===== src/rtl/packed_delta_channel_decoder_core_defines.svh =====
// Assertion macros shared by the decoder RTL.
`ifndef PACKED_DELTA_CHANNEL_DECODER_CORE_DEFINES_SVH
`define PACKED_DELTA_CHANNEL_DECODER_CORE_DEFINES_SVH

// Check a property on every rising clock edge outside reset.
`define PDCD_ASSERT(label, prop, msg) \
    label: assert property (@(posedge aclk) disable iff (!aresetn) prop) else $error(msg);

// Check that a condition never occurs outside reset.
`define PDCD_NEVER(label, cond, msg) \
    label: assert property (@(posedge aclk) disable iff (!aresetn) !(cond)) else $error(msg);

`endif


===== src/rtl/pdcd_pkg.sv =====
package pdcd_pkg;

    localparam int MAX_SUB_DEFAULT = 15;

    // Remembered width that marks an end code
    localparam logic [4:0] WIDTH_END = 5'd31;

    // Selector codes with special meaning
    localparam logic [3:0] SEL_RAW    = 4'd13;
    localparam logic [3:0] SEL_REPEAT = 4'd14;
    localparam logic [3:0] SEL_END    = 4'd15;

    typedef enum logic [2:0] {
        ST_IDLE,
        ST_HDR,
        ST_APPEND,
        ST_FIELD,
        ST_DROP
    } state_t;

    typedef struct packed {
        logic [31:0] data;
        logic [5:0]  amt;
        logic        left;
    } shift_req_t;

    function automatic logic [15:0] bias_of(input logic [3:0] sel);
        logic [15:0] b;
        case (sel)
            4'd1:    b = 16'h0001;
            4'd2:    b = 16'hFFFC;
            4'd3:    b = 16'h0005;
            4'd4:    b = 16'hFFEC;
            4'd5:    b = 16'h0015;
            4'd6:    b = 16'hFFAC;
            4'd7:    b = 16'h0055;
            4'd8:    b = 16'hFEAC;
            4'd9:    b = 16'h0155;
            4'd10:   b = 16'hFAAC;
            4'd11:   b = 16'h0555;
            4'd12:   b = 16'hEAAC;
            default: b = 16'h0000;
        endcase
        return b;
    endfunction

    function automatic logic [15:0] low_mask16(input logic [4:0] n);
        logic [16:0] m;
        m = (17'd1 << n) - 17'd1;
        return m[15:0];
    endfunction

endpackage


===== src/rtl/pdcd_shift_unit.sv =====
module pdcd_shift_unit
    import pdcd_pkg::*;
(
    input  shift_req_t  req,
    output logic [31:0] result
);

    // Shift by 0..31; an amount of 32 or more clears the word
    always_comb begin
        if (req.amt[5]) begin
            result = '0;
        end else if (req.left) begin
            result = req.data << req.amt[4:0];
        end else begin
            result = req.data >> req.amt[4:0];
        end
    end

endmodule


===== src/rtl/packed_delta_channel_decoder_core.sv =====
// Packed delta channel decoder. Feed one channel as bytes on the s_ channel: a header
// transfer (s_first = 1) carries the base value and two stream bits, the following
// transfers carry eight stream bits each, most significant first. Codes are decoded
// one at a time by a small sequencer around a single 32-bit barrel shifter, which
// appends the byte to the bit window, extracts each field and drops consumed bits.
// A header is captured and then loaded into the window. A data byte is first appended
// to the window; then each code that it completes is extracted and its bits dropped,
// until the next code is found incomplete. The byte that closes the channel skips that
// last check. Zero-width repeats can finish all sixteen codes in one byte.
// One result is produced when the channel finishes (first code plus sub_count more,
// or an end mark); a header arriving while a channel is open yields the partial value
// with m_abandoned set. The output register lets a new transfer be taken while a
// result waits; decoding holds only when a second result is ready before the first
// has been taken. sub_count is written through the cfg_ port and sampled at headers.
`include "packed_delta_channel_decoder_core_defines.svh"
module packed_delta_channel_decoder_core
    import pdcd_pkg::*;
#(
    parameter int MAX_SUB = MAX_SUB_DEFAULT
) (
    input  logic        aclk,
    input  logic        aresetn,

    input  logic        cfg_valid,
    output logic        cfg_ready,
    input  logic [3:0]  cfg_data,

    input  logic        s_valid,
    output logic        s_ready,
    input  logic [7:0]  s_data_byte,
    input  logic        s_first,
    input  logic signed [15:0] s_base_value,

    output logic        m_valid,
    input  logic        m_ready,
    output logic signed [15:0] m_channel_value,
    output logic        m_abandoned
);

    // Sequencer state and decode state
    state_t      state_reg, state_next;
    logic [31:0] win_reg, win_next;          // pending bits, oldest at bit 31
    logic [5:0]  count_reg, count_next;      // number of pending bits
    logic [15:0] run_left_reg, run_left_next;
    logic [4:0]  cw_reg, cw_next;            // remembered code width
    logic [15:0] bias_reg, bias_next;        // remembered code bias
    logic [15:0] rsum_reg, rsum_next;
    logic [15:0] acc_reg, acc_next;
    logic        first_pend_reg, first_pend_next;
    logic [3:0]  codes_reg, codes_next;
    logic        active_reg, active_next;
    logic [3:0]  sub_reg, sub_next;

    // Captured transfer and decoded code
    logic [7:0]  byte_reg, byte_next;
    logic [15:0] base_reg, base_next;
    logic [15:0] val_reg, val_next;
    logic        is_end_reg, is_end_next;
    logic [5:0]  drop_reg, drop_next;

    // Output register
    logic        m_valid_reg, m_valid_next;
    logic [15:0] m_value_reg, m_value_next;
    logic        m_abandoned_reg, m_abandoned_next;

    // Shared shifter
    shift_req_t  sh_req;
    logic [31:0] sh_out;

    // Code decode of the window head
    logic [3:0]  sel;
    logic [3:0]  nib;
    logic [4:0]  eff_w;
    logic [5:0]  k;
    logic [4:0]  fw;
    logic [5:0]  need;
    logic        use_reg_bias;
    logic        is_end_c;
    logic [15:0] bias_c;
    logic [15:0] field;
    logic [15:0] val_c;
    logic        complete;

    // Accumulate step
    logic [15:0] acc_step;
    logic [15:0] rsum_step;
    logic [3:0]  codes_step;
    logic        done;
    logic        out_free;
    logic [3:0]  sub_sat;

    pdcd_shift_unit u_shift (
        .req    (sh_req),
        .result (sh_out)
    );

    assign cfg_ready       = 1'b1;
    assign s_ready         = (state_reg == ST_IDLE);
    assign m_valid         = m_valid_reg;
    assign m_channel_value = m_value_reg;
    assign m_abandoned     = m_abandoned_reg;

    assign out_free = !m_valid_reg || m_ready;
    assign sub_sat  = (sub_reg > 4'(MAX_SUB)) ? 4'(MAX_SUB) : sub_reg;

    assign sel   = win_reg[31:28];
    assign nib   = win_reg[27:24];
    assign eff_w = (cw_reg == WIDTH_END) ? 5'd0 : cw_reg;

    // Locate the next code: field offset, field width, end flag
    always_comb begin
        k            = 6'd4;
        fw           = 5'd0;
        use_reg_bias = 1'b0;
        is_end_c     = 1'b0;
        if (run_left_reg != 16'd0) begin
            k            = 6'd0;
            fw           = eff_w;
            use_reg_bias = 1'b1;
            is_end_c     = (cw_reg == WIDTH_END);
        end else begin
            case (sel)
                SEL_REPEAT: begin
                    k            = 6'd8;
                    fw           = eff_w;
                    use_reg_bias = 1'b1;
                    is_end_c     = (cw_reg == WIDTH_END);
                end
                SEL_END: begin
                    is_end_c = 1'b1;
                end
                SEL_RAW: begin
                    fw = 5'd16;
                end
                default: begin
                    // field width rounds the selector up to even
                    fw = ({1'b0, sel} + 5'd1) & 5'b11110;
                end
            endcase
        end
    end

    assign need     = k + 6'(fw);
    assign complete = (count_reg >= need);
    assign bias_c   = use_reg_bias ? bias_reg : bias_of(sel);
    assign field    = sh_out[15:0] & low_mask16(fw);
    assign val_c    = (fw == 5'd0) ? 16'd0 : (bias_c + field);

    // Route the shifter: append a byte, extract a field, or drop consumed bits
    always_comb begin
        case (state_reg)
            ST_APPEND: begin
                sh_req.data = {byte_reg, 24'd0};
                sh_req.amt  = count_reg;
                sh_req.left = 1'b0;
            end
            ST_DROP: begin
                sh_req.data = win_reg;
                sh_req.amt  = drop_reg;
                sh_req.left = 1'b1;
            end
            default: begin
                sh_req.data = win_reg;
                sh_req.amt  = 6'd32 - need;
                sh_req.left = 1'b0;
            end
        endcase
    end

    // Fold one decoded code into the channel value
    always_comb begin
        acc_step   = acc_reg;
        rsum_step  = rsum_reg;
        codes_step = codes_reg;
        done       = 1'b0;
        if (first_pend_reg) begin
            acc_step = acc_reg + val_reg;
            done     = (codes_reg == 4'd0);
        end else if (is_end_reg) begin
            done = 1'b1;
        end else begin
            rsum_step  = rsum_reg + val_reg;
            acc_step   = acc_reg + rsum_step;
            codes_step = codes_reg - 4'd1;
            done       = (codes_reg == 4'd1);
        end
    end

    // Next state and outputs
    always_comb begin
        state_next       = state_reg;
        win_next         = win_reg;
        count_next       = count_reg;
        run_left_next    = run_left_reg;
        cw_next          = cw_reg;
        bias_next        = bias_reg;
        rsum_next        = rsum_reg;
        acc_next         = acc_reg;
        first_pend_next  = first_pend_reg;
        codes_next       = codes_reg;
        active_next      = active_reg;
        sub_next         = sub_reg;
        byte_next        = byte_reg;
        base_next        = base_reg;
        val_next         = val_reg;
        is_end_next      = is_end_reg;
        drop_next        = drop_reg;
        m_valid_next     = m_valid_reg && !m_ready;
        m_value_next     = m_value_reg;
        m_abandoned_next = m_abandoned_reg;

        if (cfg_valid && cfg_ready) begin
            sub_next = cfg_data;
        end

        case (state_reg)
            ST_IDLE: begin
                if (s_valid) begin
                    byte_next = s_data_byte;
                    base_next = s_base_value;
                    if (s_first) begin
                        state_next = ST_HDR;
                    end else if (active_reg) begin
                        state_next = ST_APPEND;
                    end
                    // drop a data byte that arrives with no channel open
                end
            end
            ST_HDR: begin
                // hold until the abandoned result has a slot
                if (!active_reg || out_free) begin
                    if (active_reg) begin
                        m_valid_next     = 1'b1;
                        m_value_next     = acc_reg;
                        m_abandoned_next = 1'b1;
                    end
                    win_next        = {byte_reg[1:0], 30'd0};
                    count_next      = 6'd2;
                    run_left_next   = 16'd0;
                    rsum_next       = 16'd0;
                    acc_next        = base_reg;
                    first_pend_next = 1'b1;
                    codes_next      = sub_sat;
                    active_next     = 1'b1;
                    state_next      = ST_IDLE;
                end
            end
            ST_APPEND: begin
                win_next   = win_reg | sh_out;
                count_next = count_reg + 6'd8;
                state_next = ST_FIELD;
            end
            ST_FIELD: begin
                if (complete) begin
                    val_next    = val_c;
                    is_end_next = is_end_c;
                    drop_next   = need;
                    if (run_left_reg != 16'd0) begin
                        run_left_next = run_left_reg - 16'd1;
                    end else begin
                        case (sel)
                            SEL_REPEAT: begin
                                run_left_next = {12'd0, nib} - 16'd1;
                            end
                            SEL_END: begin
                                cw_next   = WIDTH_END;
                                bias_next = 16'd0;
                            end
                            default: begin
                                cw_next   = fw;
                                bias_next = bias_c;
                            end
                        endcase
                    end
                    state_next = ST_DROP;
                end else begin
                    // wait for more bits
                    state_next = ST_IDLE;
                end
            end
            ST_DROP: begin
                if (done) begin
                    if (out_free) begin
                        m_valid_next     = 1'b1;
                        m_value_next     = acc_step;
                        m_abandoned_next = 1'b0;
                        acc_next         = acc_step;
                        rsum_next        = rsum_step;
                        codes_next       = codes_step;
                        first_pend_next  = 1'b0;
                        active_next      = 1'b0;
                        win_next         = 32'd0;
                        count_next       = 6'd0;
                        state_next       = ST_IDLE;
                    end
                end else begin
                    acc_next        = acc_step;
                    rsum_next       = rsum_step;
                    codes_next      = codes_step;
                    first_pend_next = 1'b0;
                    win_next        = sh_out;
                    count_next      = count_reg - drop_reg;
                    state_next      = ST_FIELD;
                end
            end
            default: begin
                state_next = ST_IDLE;
            end
        endcase
    end

    // Control state
    always_ff @(posedge aclk) begin
        if (!aresetn) begin
            state_reg      <= ST_IDLE;
            win_reg        <= '0;
            count_reg      <= '0;
            run_left_reg   <= '0;
            cw_reg         <= '0;
            bias_reg       <= '0;
            rsum_reg       <= '0;
            acc_reg        <= '0;
            first_pend_reg <= 1'b0;
            codes_reg      <= '0;
            active_reg     <= 1'b0;
            sub_reg        <= '0;
            m_valid_reg    <= 1'b0;
        end else begin
            state_reg      <= state_next;
            win_reg        <= win_next;
            count_reg      <= count_next;
            run_left_reg   <= run_left_next;
            cw_reg         <= cw_next;
            bias_reg       <= bias_next;
            rsum_reg       <= rsum_next;
            acc_reg        <= acc_next;
            first_pend_reg <= first_pend_next;
            codes_reg      <= codes_next;
            active_reg     <= active_next;
            sub_reg        <= sub_next;
            m_valid_reg    <= m_valid_next;
        end
    end

    // Payload
    always_ff @(posedge aclk) begin
        byte_reg        <= byte_next;
        base_reg        <= base_next;
        val_reg         <= val_next;
        is_end_reg      <= is_end_next;
        drop_reg        <= drop_next;
        m_value_reg     <= m_value_next;
        m_abandoned_reg <= m_abandoned_next;
    end

    `PDCD_NEVER(a_window_fits, count_reg > 6'd31, "bit window overflow")
    `PDCD_ASSERT(a_idle_window_empty, !active_reg |-> count_reg == 6'd0, "bits left idle")
    `PDCD_ASSERT(a_decode_needs_channel, (state_reg == ST_FIELD || state_reg == ST_DROP) |-> active_reg, "no channel")

endmodule

===== config.mk =====
export PLATFORM = sky130hd
export DESIGN_NAME = packed_delta_channel_decoder_core
export DESIGN_NICKNAME = d
export VERILOG_FILES = /design/src/rtl/pdcd_pkg.sv /design/src/rtl/pdcd_shift_unit.sv /design/src/rtl/packed_delta_channel_decoder_core.sv
export VERILOG_INCLUDE_DIRS = /design/src /design/src/rtl
export SDC_FILE = /design/constraint.sdc
export NUM_CORES = 1
export LEC_CHECK = 0
export BUFFER_PORTS_ARGS = -buffer_cell sky130_fd_sc_hd__buf_2
export CAP_MARGIN = 20
export CORE_MARGIN = 2
export CORE_UTILIZATION = 50
export DETAILED_ROUTE_END_ITERATION = 7
export PLACE_DENSITY = 0.66
export RECOVER_POWER = 100
export SYNTH_ARGS = -nofsm -noshare
export SYNTH_HDL_FRONTEND = slang
export SYNTH_HIERARCHICAL = 1
export SYNTH_SLANG_ARGS = --single-unit

===== constraint.sdc =====
create_clock -name aclk -period 8.2 [get_ports aclk]
set_clock_uncertainty 0.1 [all_clocks]
set_input_delay 0.41 -clock aclk [delete_from_list [all_inputs] [get_ports aclk]]
set_output_delay 0.41 -clock aclk [all_outputs]
set_load 0.01 [all_outputs]

; ---- After elaboration in Yosys (flattened, before gate mapping)
; Memories as Yosys holds them, arrays and structs flattened. A register that Yosys moved wholly into a read port is not among the register bits.
; Cells that the tools add are included.
[totals]
regBits = 185
romBits = 240
out_inout_bits = 20
n_memories = 1
[classes]
add_sub_neg = 13
magnitude_cmp = 2
n_eq_ne = 18
shift = 3
muxes = 76
bitwise = 4
reduce_logical = 22
[memory_table]
columns = name, words, word_bits, read_ports, rd_ports_with_merged_regs, wr, line
row1 = (no name shown), 16, 15, 1, 1, 0, pdcd_pkg.sv:29  ; case (sel)
[ops]
columns = cell, count
row1 = $mux W16, 17
row2 = $mux W32, 5
row3 = $pmux W16 S2, 5
row4 = $pmux W32 S3, 1
row5 = $pmux W39 S2, 1
row6 = $add A16 B16 Y16, 4
row7 = $mux W4, 9
row8 = $or A32 B32 Y32, 1
row9 = $shl A32 B5 Y32, 1
row10 = $shr A32 B5 Y32, 1
row11 = $sub A16 B1 Y16 const B, 2
row12 = $mux W6, 4
row13 = $mux W3, 7
row14 = $pmux W6 S3, 1
row15 = $and A16 B16 Y16, 1
row16 = $reduce_and A4 Y1, 4
row17 = $reduce_bool A16 Y1, 1
row18 = $shl A1 B5 Y16 const A, 1
row19 = $mux W1, 15
row20 = $pmux W3 S5, 1
row21 = $pmux W5 S3, 1
row22 = $eq A4 B4 Y1 const B, 3
row23 = $ne A2 B2 Y1 const B, 6
row24 = $mux W5, 2
row25 = other kinds (32), 44

; ---- Logic depth before layout (Yosys ltp)
; Gate-level depths: netlist of run 1.
[logic_depth]
depth_word = 14
ltp_mapped = 32

; ---- Modules after synthesis
; The synthesis of run 1 kept the hierarchy.
[modules_own_cells]
columns = mod, instances, cells_each, area_each_um2, seq_area_each_um2
row1 = packed_delta_channel_decoder_core, 1, 1424, 12456.9, 4504.3
row2 = pdcd_shift_unit, 1, 437, 3676.0, 0.0

; ---- Worst setup path after synthesis of run 1
; OpenSTA, ideal clock, no wires.
[synth_timing]
path_kind = reg-to-reg
from = reg run_left_reg[8]
to = reg val_reg[9] (data pin)
setup_ns = 0.254
arrival_ns = 5.887
setup_slack_ns = 1.959
stages_incl_launch_ff = 26
cell_sequence = dfxtp_1 or3_4 or4_4 nor4_4 a31oi_2 inv_2 ha_1 inv_1 fa_1 and3_1 xnor2_1 o21ai_0 clkbuf_1 clkbuf_1 nor3_1 o31a_1 and2_1 ha_1 or4_1 o21ai_0 inv_1 and2_1 a21o_1 a21oi_1 xor2_1 nor2_1
[synth_lines]
columns = element, line
row1 = "start, declared", packed_delta_channel_decoder_core.sv:44  ; logic [15:0] run_left_reg, run_left_next;
row2 = "start signal, assigned", packed_delta_channel_decoder_core.sv:332  ; run_left_reg <= run_left_next;
row3 = "end signal, assigned", packed_delta_channel_decoder_core.sv:349  ; val_reg <= val_next;
row4 = "end, declared", packed_delta_channel_decoder_core.sv:57  ; logic [15:0] val_reg, val_next;

==> impl_metrics.json, run 1 <==
{
  "hold_violations": 0,
  "routed_wl_um": 50600,
  "finalSetupViolCount": 0,
  "grt_remaining_overflow": 0,
  "drc": 0,
  "drt.antenna.violating_nets": 0,
  "max-slew-margin-rel": -1.37,
  "worst_slew_pin_slew_ns": 3.55,
  "grtUsageTotal": 0.302,
  "finalMaxSlewViolations": 235,
  "period_needed_ns": 7.61,
  "cts.sinks": 193,
  "max_stage_delay_ns": 0.88,
  "multi_input_area_um2": 10800,
  "postSynthCellCount": 1861,
  "synth.yosys.seq_area_share": 0.279,
  "die_w_um": 184,
  "routabilityCongestion": 1.06,
  "drive_above_1_share": 0.118,
  "htree_levels": 4,
  "syn-num-nets": 1991,
  "yosys.area.top_type": "dfxtp_1",
  "drt_iter0_markers": 1407,
  "grt_first_pass_wirelength_um": 79000,
  "violations": "max-capacitance violations, max-slew violations",
  "final_cell_mix": "214 x nand2_1, 176 x a21oi_1, 129 x dfxtp_1",
  "peakVddDrop_v": 0.000163,
  "wl_per_cell_um": 22.2,
  "cp-end-kind": "flop",
  "initial_core_util": 0.510,
  "synth_async_sr_flop_share": 0,
  "synth_flop_cell": "dfxtp_1",
  "synth_seq_cells": 193,
  "max_freq_ghz": 0.131,
  "hold_class": "in2reg",
  "place_hpwl_um": 38100,
  "via_per_inst": 6.41,
  "fin_nets": 1991,
  "rows": 65,
  "synth_edf_count": 64,
  "crit_fanout": 14,
  "seqCellArea_um2": 4500,
  "clockBufferDepth": 2,
  "cap_violations": 5,
  "finalSetupTns_ns": 0,
  "antenna_found_initial": 1,
  "clockRootBuffer": "clkbuf_16",
  "crit_arrival_ns": 7.90,
  "grt_max_degree": 92,
  "placed_area_um2": 16700,
  "design_area_um2": 17200,
  "finalCritPeriodShare": 0.928,
  "grt_setup_unrepaired": "false",
  "p_leak_uw": 0.00657,
  "die_area_um2": 33700,
  "clk_latency_ns": 0.46,
  "cts_resized": 0,
  "final_common_cell": "nand2_1",
  "yosysUniqueCellTypes": 96,
  "path_buf_inv": 6,
  "yosysTopAreaCellShare": 0.160,
  "slowest_stage": "nor3b_1",
  "cts_buffers": 17,
  "clk_pin_slew_ns": 0.08,
  "first_pass_iters": 8,
  "worstSetupPathType": "reg2reg",
  "io_pins": 54,
  "critPathLaunchType": "flop",
  "avgSynthCellArea_um2": 8.67,
  "cts_tree": "built",
  "syn_to_final_growth_pct": 6.53,
  "ys_top_cells_by_area": "dfxtp_1 16%, edfxtp_1 12%, ha_1 7.0%",
  "grt_pass1_vias": 13900,
  "syn_area_um2": 16100,
  "vias": 14600,
  "required_ns": 8.49,
  "whs_ns": 0.0200,
  "coreArea_um2": 31600,
  "io_buffer_count": 52,
  "largest_register_ff_count": 32,
  "yosys_warnings": 6,
  "nFillCells": 2974,
  "path_delay_family": "simple AND/OR/NAND/NOR gates",
  "power_density_nw_per_um2": 170,
  "status": "complete, but fails checks",
  "die_h_um": 184,
  "diodes": 0
}
[worst reg2reg max path: stages, from the launching register on]
cell	delay (ns)
dfxtp_1	0.35
or3_4	0.44
or4_4	0.56
nor4_1	0.54
a31oi_2	0.06
buf_4	0.22
inv_2	0.13
ha_1	0.18
inv_1	0.05
fa_1	0.37
xnor2_1	0.41
xnor2_1	0.13
o21ai_1	0.21
buf_4	0.24
inv_1	0.24
nor2_1	0.41
o21ai_0	0.27
a21o_1	0.25
a31oi_1	0.29
a21oi_1	0.11
nor3b_1	0.88
inv_2	0.24
ha_1	0.38
nor3_1	0.18
o21ai_0	0.11
nand2_1	0.18
[final cells by class]
| cell class | count | share of cell area |
|---|---|---|
| clock buffer | 17 | 0.0248 |
| timing repair buffer | 107 | 0.0368 |
| multi-input combinational | 1489 | 0.627 |
| inverter | 53 | 0.0116 |
| tap | 402 | 0.0293 |
| clock inverter | 15 | 0.00823 |
| sequential | 193 | 0.262 |
[through the flow]
| stage | utilization | total power [uW] | worst slack, ns | std cells |
|---|---|---|---|---|
| finish | 0.543 | 2920 | 0.592 | 2276 |
| global route | 0.543 | 3050 | 0.170 | 2276 |
| CTS | 0.547 | 2920 | 0.976 | 2273 |
| detailed placement | 0.527 | 2090 | 1.01 | 2235 |
| global placement | 0.527 | 2090 | 1.16 | 2235 |
| floorplan | - | 1770 | 1.96 | 1861 |
[final timing paths]
| kind | depth (start not counted) | start | slack [ns] | end |
|---|---|---|---|---|
| worst min register to register | 2 | bias_reg[10] | 0.37 | bias_reg[10] |
| worst max-delay path | 25 | run_left_reg[8] | 0.59 | flop |
| worst max register to register | 25 | run_left_reg[8] | 0.59 | flop |
| worst min-delay path | 1 | s_base_value[13] | 0.02 | base_reg[13] |
[kinds of logic after synthesis]
| family | count (synthesis) | synth area share |
|---|---|---|
| adder cells (fa/ha/maj) | 96 | 0.0772 |
| buffers and inverters | 179 | 0.0515 |
| AO/OA/AOI/OAI | 575 | 0.237 |
| other | 1 | 0.000232 |
| XOR/XNOR | 70 | 0.0380 |
| AND/OR/NAND/NOR | 607 | 0.188 |
| flip-flops | 193 | 0.279 |
| multiplexers | 140 | 0.129 |
[where the power goes]
part           internal, uW  total (uW)  switching [uW]
Clock                   403         829             426
Sequential             1020        1040            28.2
Combinational           353        1050             695
[synthesized netlist by cell type (17+ instances only)]
cell / n
a21oi_1: 176
clkbuf_1: 75
o21a_1: 19
o21ai_0: 87
ha_1: 90
a21o_1: 35
nor3_1: 33
xor2_1: 30
nor2b_1: 61
nand3_1: 49
mux2_2: 25
dfxtp_1: 129
xnor2_1: 40
a21boi_0: 38
nand2_1: 214
edfxtp_1: 64
buf_2: 22
and2_1: 22
and3_1: 17
mux2i_1: 61
mux4_2: 47
nor2_1: 105
inv_1: 47
a22oi_1: 28
nor3b_1: 31
nand2b_1: 19
a31oi_1: 29
a211oi_1: 21
[routing by layer]
layer | GRT usage | vias to the layer above | part of all wire | wire, um
met5 | 0 | - | 0 | 0
met4 | 0.0826 | 0 | 0.022 | 1120
met3 | 0.0691 | 82 | 0.084 | 4250
met2 | 0.452 | 601 | 0.43 | 21700
met1 | 0.438 | 6995 | 0.46 | 23500
li1 | - | 6910 | - | -
[repair_timing]
action | 4_1_cts | 5_1_grt
endpoints found under the setup margin | 0 | 0
hold buffers | 6 | 2
buffers inserted | 0 | 0
endpoints found under the hold margin | 6 | 2
(Power assumes the default switching activity.)
==> run 2: changes to the inputs <==
- PLACE_DENSITY: 0.66 -> 0.77
==> impl_metrics.json, run 2 (synthesis results as in run 1) <==
{
  "status": "complete, but fails checks",
  "violations": "max-capacitance violations, max-slew violations",
  "rrSetupSlack_ns": 0.47,
  "p_sw_frac": 0.389,
  "clk_pin_slew_ns": 0.08,
  "path_delay_family": "simple AND/OR/NAND/NOR gates",
  "min_from": "s_data_byte[5]",
  "rows": 65,
  "crit_arrival_ns": 7.83,
  "cap_violations": 6,
  "routed_wl_um": 50400,
  "power_density_nw_per_um2": 171,
  "fin_nets": 1977,
  "drt.antenna.violating_nets": 0,
  "slowest_stage": "o21ai_4",
  "layout_setup_ws_ns": 0.466,
  "dpl_worst_slack_ns": 0.858,
  "final_cell_mix": "214 x nand2_1, 176 x a21oi_1, 129 x dfxtp_1",
  "grt_pass1_vias": 14100,
  "io_buffer_count": 52,
  "die_h_um": 184,
  "largest_register_ff_count": 32,
  "max_stage_delay_ns": 0.55,
  "vias": 14900,
  "finalCritPeriodShare": 0.943,
  "clockBufferDepth": 2,
  "routabilityCongestion": 1.06,
  "path_buf_inv": 5,
  "cts_setup_buffers": 0,
  "cts_buffers": 17,
  "io_pins": 54,
  "period_needed_ns": 7.73,
  "cts_tree": "built",
  "r2r_cells": 26,
  "hold_depth": 1,
  "wl_per_cell_um": 22.3,
  "first_pass_iters": 6,
  "clockRootBuffer": "clkbuf_16",
  "intPower_uw": 1780,
  "p_sw_uw": 1140,
  "peakVddDrop_v": 0.000164,
  "cp-end-kind": "flop",
  "p_comb_frac": 0.352,
  "grt_max_degree": 81,
  "drt_iter0_markers": 1750,
  "worst_slew_pin_slew_ns": 3.17,
  "htree_levels": 4,
  "die_w_um": 184,
  "crit_fanout": 19,
  "clk_latency_ns": 0.46,
  "pwr-share-seq": 0.358,
  "initial_core_util": 0.510,
  "antenna_found_initial": 0,
  "r2r-start": "run_left_reg[8]",
  "finalSetupTns_ns": 0,
  "grtUsageTotal": 0.296,
  "cts_hold_buffers": 0,
  "drive_above_1_share": 0.116,
  "via_per_inst": 6.60,
  "grt_remaining_overflow": 0,
  "critPathLaunchType": "flop",
  "drc": 0,
  "worstReg2RegEnd": "val_reg[13]",
  "holdPathEnd": "byte_reg[5]",
  "place_hpwl_um": 37200,
  "final_common_cell": "nand2_1",
  "max_freq_ghz": 0.129,
  "syn_to_final_growth_pct": 5.90,
  "grt_setup_unrepaired": "false",
  "cp_common_cell": "o21ai_0",
  "nFillCells": 2854,
  "coreArea_um2": 31600,
  "finalSetupViolCount": 0,
  "p_leak_uw": 0.00654,
  "required_ns": 8.29,
  "worstSetupPathType": "reg2reg",
  "grt_first_pass_wirelength_um": 78700,
  "finalMaxSlewViolations": 240,
  "power.share.clock": 0.290,
  "cts.sinks": 193,
  "max-slew-margin-rel": -1.11,
  "cts_resized": 0,
  "hold_class": "in2reg",
  "die_area_um2": 33700,
  "diodes": 0,
  "hold_violations": 0
}
[run 2: worst max-delay path by stage]
stage / slack [ns] / end / start / cells past startpoint
after floorplan: 1.96 / val_reg[9] / run_left_reg[8] / 25
after global placement: 0.97 / val_reg[13] / run_left_reg[0] / 26
after detailed placement: 0.86 / val_reg[13] / run_left_reg[0] / 26
after CTS: 0.84 / val_reg[13] / run_left_reg[0] / 26
after global routing: 0.15 / val_reg[14] / run_left_reg[8] / 28
final: 0.47 / val_reg[13] / run_left_reg[8] / 26
[run 2: power groups by stage]
stage	clock, uW	combinational (uW)	sequential, uW
after floorplan	0	721	1050
after global placement	0	995	1060
after detailed placement	0	998	1060
after CTS	861	1000	1040
after global routing	894	1080	1050
final	847	1030	1040
[run 2: worst reg2reg max path: cells and delay by family (launching register included)]
| family | cells | cell delay (ns) |
|---|---|---|
| xor+xnor | 2 | 0.40 |
| flops | 1 | 0.35 |
| simple gates | 8 | 2.36 |
| fa+ha+maj | 2 | 0.65 |
| compound gates | 9 | 2.28 |
| buf+inv | 5 | 1.33 |
[run 2: routing by layer]
layer,up-vias,global-route usage,share of wire
met5,-,0,0
met4,0,0.111,0.040
met3,152,0.0549,0.076
met2,685,0.490,0.46
met1,7224,0.385,0.42
li1,6867,-,-
[run 2: area by class of cell]
type	count	area, um2	area share
tap	402	503	0.0294
clock inverter	14	145	0.00850
multi-input combinational	1489	10800	0.630
timing repair buffer	93	533	0.0312
inverter	53	199	0.0116
clock buffer	18	429	0.0251
sequential	193	4500	0.264
[run 2: through the flow]
| step | hold WS, ns | total power [uW] | utilization | cells | cell area (um2) |
|---|---|---|---|---|---|
| 2_1_floorplan | 0.331 | 1770 | - | 1861 | 16100 |
| 3_3_place_gp | 0.339 | 2060 | 0.526 | 2229 | 16600 |
| 3_5_place_dp | 0.351 | 2060 | 0.526 | 2229 | 16600 |
| 4_1_cts | 0.0172 | 2910 | 0.544 | 2261 | 17200 |
| 5_1_grt | 0.0147 | 3030 | 0.540 | 2262 | 17100 |
| 6_report | 0.0279 | 2920 | 0.540 | 2262 | 17100 |
==> run 3: changes to the inputs <==
- ABC_AREA: unset -> 1
- BUFFER_PORTS_ARGS: -buffer_cell sky130_fd_sc_hd__buf_2 -> unset
- DONT_BUFFER_PORTS: unset -> 1
- PLACE_DENSITY: 0.77 -> 0.76
==> impl_metrics.json, run 3 <==
{
  "synth_compound_area_frac": 0.155,
  "rows": 66,
  "r2r_cells": 31,
  "grt_setup_unrepaired": "false",
  "worst_slew_pin_slew_ns": 2.02,
  "cts_buffers": 17,
  "syn-num-nets": 2545,
  "synth-xor-area-share": 0.0280,
  "grt_max_degree": 102,
  "syn_to_final_growth_pct": 6.21,
  "peakVddDrop_v": 0.000333,
  "first_pass_iters": 8,
  "violations": "max-capacitance violations, max-slew violations",
  "synth.yosys.seq_area_share": 0.277,
  "cp_common_cell": "nand3_1",
  "crit_arrival_ns": 7.13,
  "finalSetupViolCount": 0,
  "drc": 0,
  "drt.antenna.violating_nets": 0,
  "die_w_um": 184,
  "muxShareOfSynthArea": 0.00369,
  "final_cell_mix": "505 x nand2_1, 484 x nand3_1, 239 x inv_1",
  "cts_resized": 0,
  "cts.sinks": 193,
  "syn_area_um2": 16300,
  "synth_edf_count": 64,
  "drt_iter0_markers": 1756,
  "io_pins": 54,
  "grt_remaining_overflow": 0,
  "clk_pin_slew_ns": 0.08,
  "yosysUniqueCellTypes": 69,
  "synth_common_cells": "504 x nand2_1, 482 x nand3_1, 234 x inv_1",
  "coreArea_um2": 32300,
  "synth_async_sr_flop_share": 0,
  "ys_top_cells_by_area": "dfxtp_1 16%, nand3_1 15%, edfxtp_1 12%",
  "synthAdderAreaFrac": 0.0767,
  "cp-end-kind": "flop",
  "die_area_um2": 34000,
  "synth_seq_cells": 193,
  "diodes": 0,
  "status": "complete, but fails checks",
  "postSynthCellCount": 2415,
  "initial_core_util": 0.504,
  "worstSetupPathType": "reg2reg",
  "clk_latency_ns": 0.45,
  "yosys.area.top_type": "dfxtp_1",
  "vias": 16800,
  "critPathLaunchType": "flop",
  "hold_violations": 0,
  "wl_per_cell_um": 17.5,
  "max-slew-margin-rel": -0.349,
  "grt_pass1_vias": 15600,
  "antenna_found_initial": 0,
  "finalCritPeriodShare": 0.856,
  "yosys_warnings": 6,
  "fin_nets": 2505,
  "clockRootBuffer": "clkbuf_16",
  "grt_first_pass_wirelength_um": 79400,
  "io_buffer_count": 0,
  "routabilityCongestion": 0.976,
  "routed_wl_um": 49500,
  "grtUsageTotal": 0.289,
  "synth_top_family_by_area": "simple AND/OR/NAND/NOR gates",
  "required_ns": 8.31,
  "slowest_stage": "nor2_2",
  "design_area_um2": 17300,
  "p_leak_uw": 0.00786,
  "clockBufferDepth": 2,
  "hold_depth": 2,
  "synth_flop_cell": "dfxtp_1",
  "synth-simple-area-share": 0.360,
  "power_density_nw_per_um2": 257,
  "cap_violations": 3,
  "synth_most_common_cell": "nand2_1",
  "period_needed_ns": 7.02,
  "cts_setup_buffers": 0,
  "max_freq_ghz": 0.142,
  "finalSetupTns_ns": 0,
  "nFillCells": 3092,
  "finalMaxSlewViolations": 76,
  "drive_above_1_share": 0.0704,
  "placed_area_um2": 16400,
  "final_common_cell": "nand2_1",
  "place_hpwl_um": 35800,
  "max_stage_delay_ns": 0.73,
  "die_h_um": 184,
  "hold_class": "in2reg",
  "yosysTopAreaCellShare": 0.159,
  "via_per_inst": 5.93,
  "avgSynthCellArea_um2": 6.73,
  "cts_tree": "built",
  "largest_register_ff_count": 32,
  "htree_levels": 4,
  "crit_fanout": 18
}
[run 3: final cells by class]
class | instances | area [um2] | share of cell area
multi-input cells | 1844 | 10100 | 0.587
repair buffers | 55 | 494 | 0.0286
inverters | 264 | 1000 | 0.0580
flip-flops and latches | 193 | 4500 | 0.261
clock buffers | 19 | 447 | 0.0259
clock inverters | 13 | 124 | 0.00717
well taps | 442 | 553 | 0.0320
[run 3: timing repair]
item	4_1_cts	5_1_grt
hold buffers	27	0
endpoints found under the hold margin	35	0
endpoints found under the setup margin	0	0
[run 3: power by group]
group | switching [uW] | internal [uW] | total (uW)
Sequential | 75.7 | 1080 | 1160
Clock | 410 | 412 | 822
Combinational | 1740 | 720 | 2460
[run 3: routing by layer]
layer / vias up / GRT usage / part of all wire
met4: 0 / 0.113 / 0.035
met2: 832 / 0.478 / 0.46
met3: 132 / 0.0423 / 0.072
met5: - / 0 / 0
met1: 7678 / 0.381 / 0.43
li1: 8135 / - / -
[run 3: kinds of logic after synthesis]
| logic type | after synthesis |
|---|---|
| flip-flops | 193 |
| buffers and inverters | 378 |
| AND/OR/NAND/NOR | 1252 |
| XOR/XNOR | 52 |
| adder cells (fa/ha/maj) | 96 |
| AO/OA/AOI/OAI | 437 |
| other | 1 |
| multiplexers | 6 |
[run 3: metrics by stage]
step / power, uW / hold slack [ns] / util / cells / setup slack [ns]
floorplan: 2970 / 0.336 / - / 2415 / 2.96
global placement: 3510 / 0.344 / 0.509 / 2769 / 1.93
detailed placement: 3520 / 0.354 / 0.509 / 2769 / 1.72
CTS: 4360 / 0.00600 / 0.535 / 2828 / 1.69
global route: 4710 / 0.00757 / 0.535 / 2830 / 0.556
finish: 4440 / 0.0171 / 0.535 / 2830 / 1.18
[run 3: path summary, 6_finish.rpt]
kind / slack, ns / from / end
setup / recovery: 1.18 / run_left_reg[0] / val_reg[15]
hold / removal: 0.02 / cfg_data[1] / sub_reg[1]
setup reg to reg: 1.18 / run_left_reg[0] / val_reg[15]
hold reg to reg: 0.36 / bias_reg[3] / bias_reg[3]
[run 3: worst max-delay path: cells and delay by family, from the launching register on]
kind | cells | cell delay [ns]
simple gates | 16 | 2.69
fa+ha+maj | 4 | 1.13
flops | 1 | 0.30
buf+inv | 6 | 1.51
xor+xnor | 1 | 0.33
compound gates | 4 | 0.71
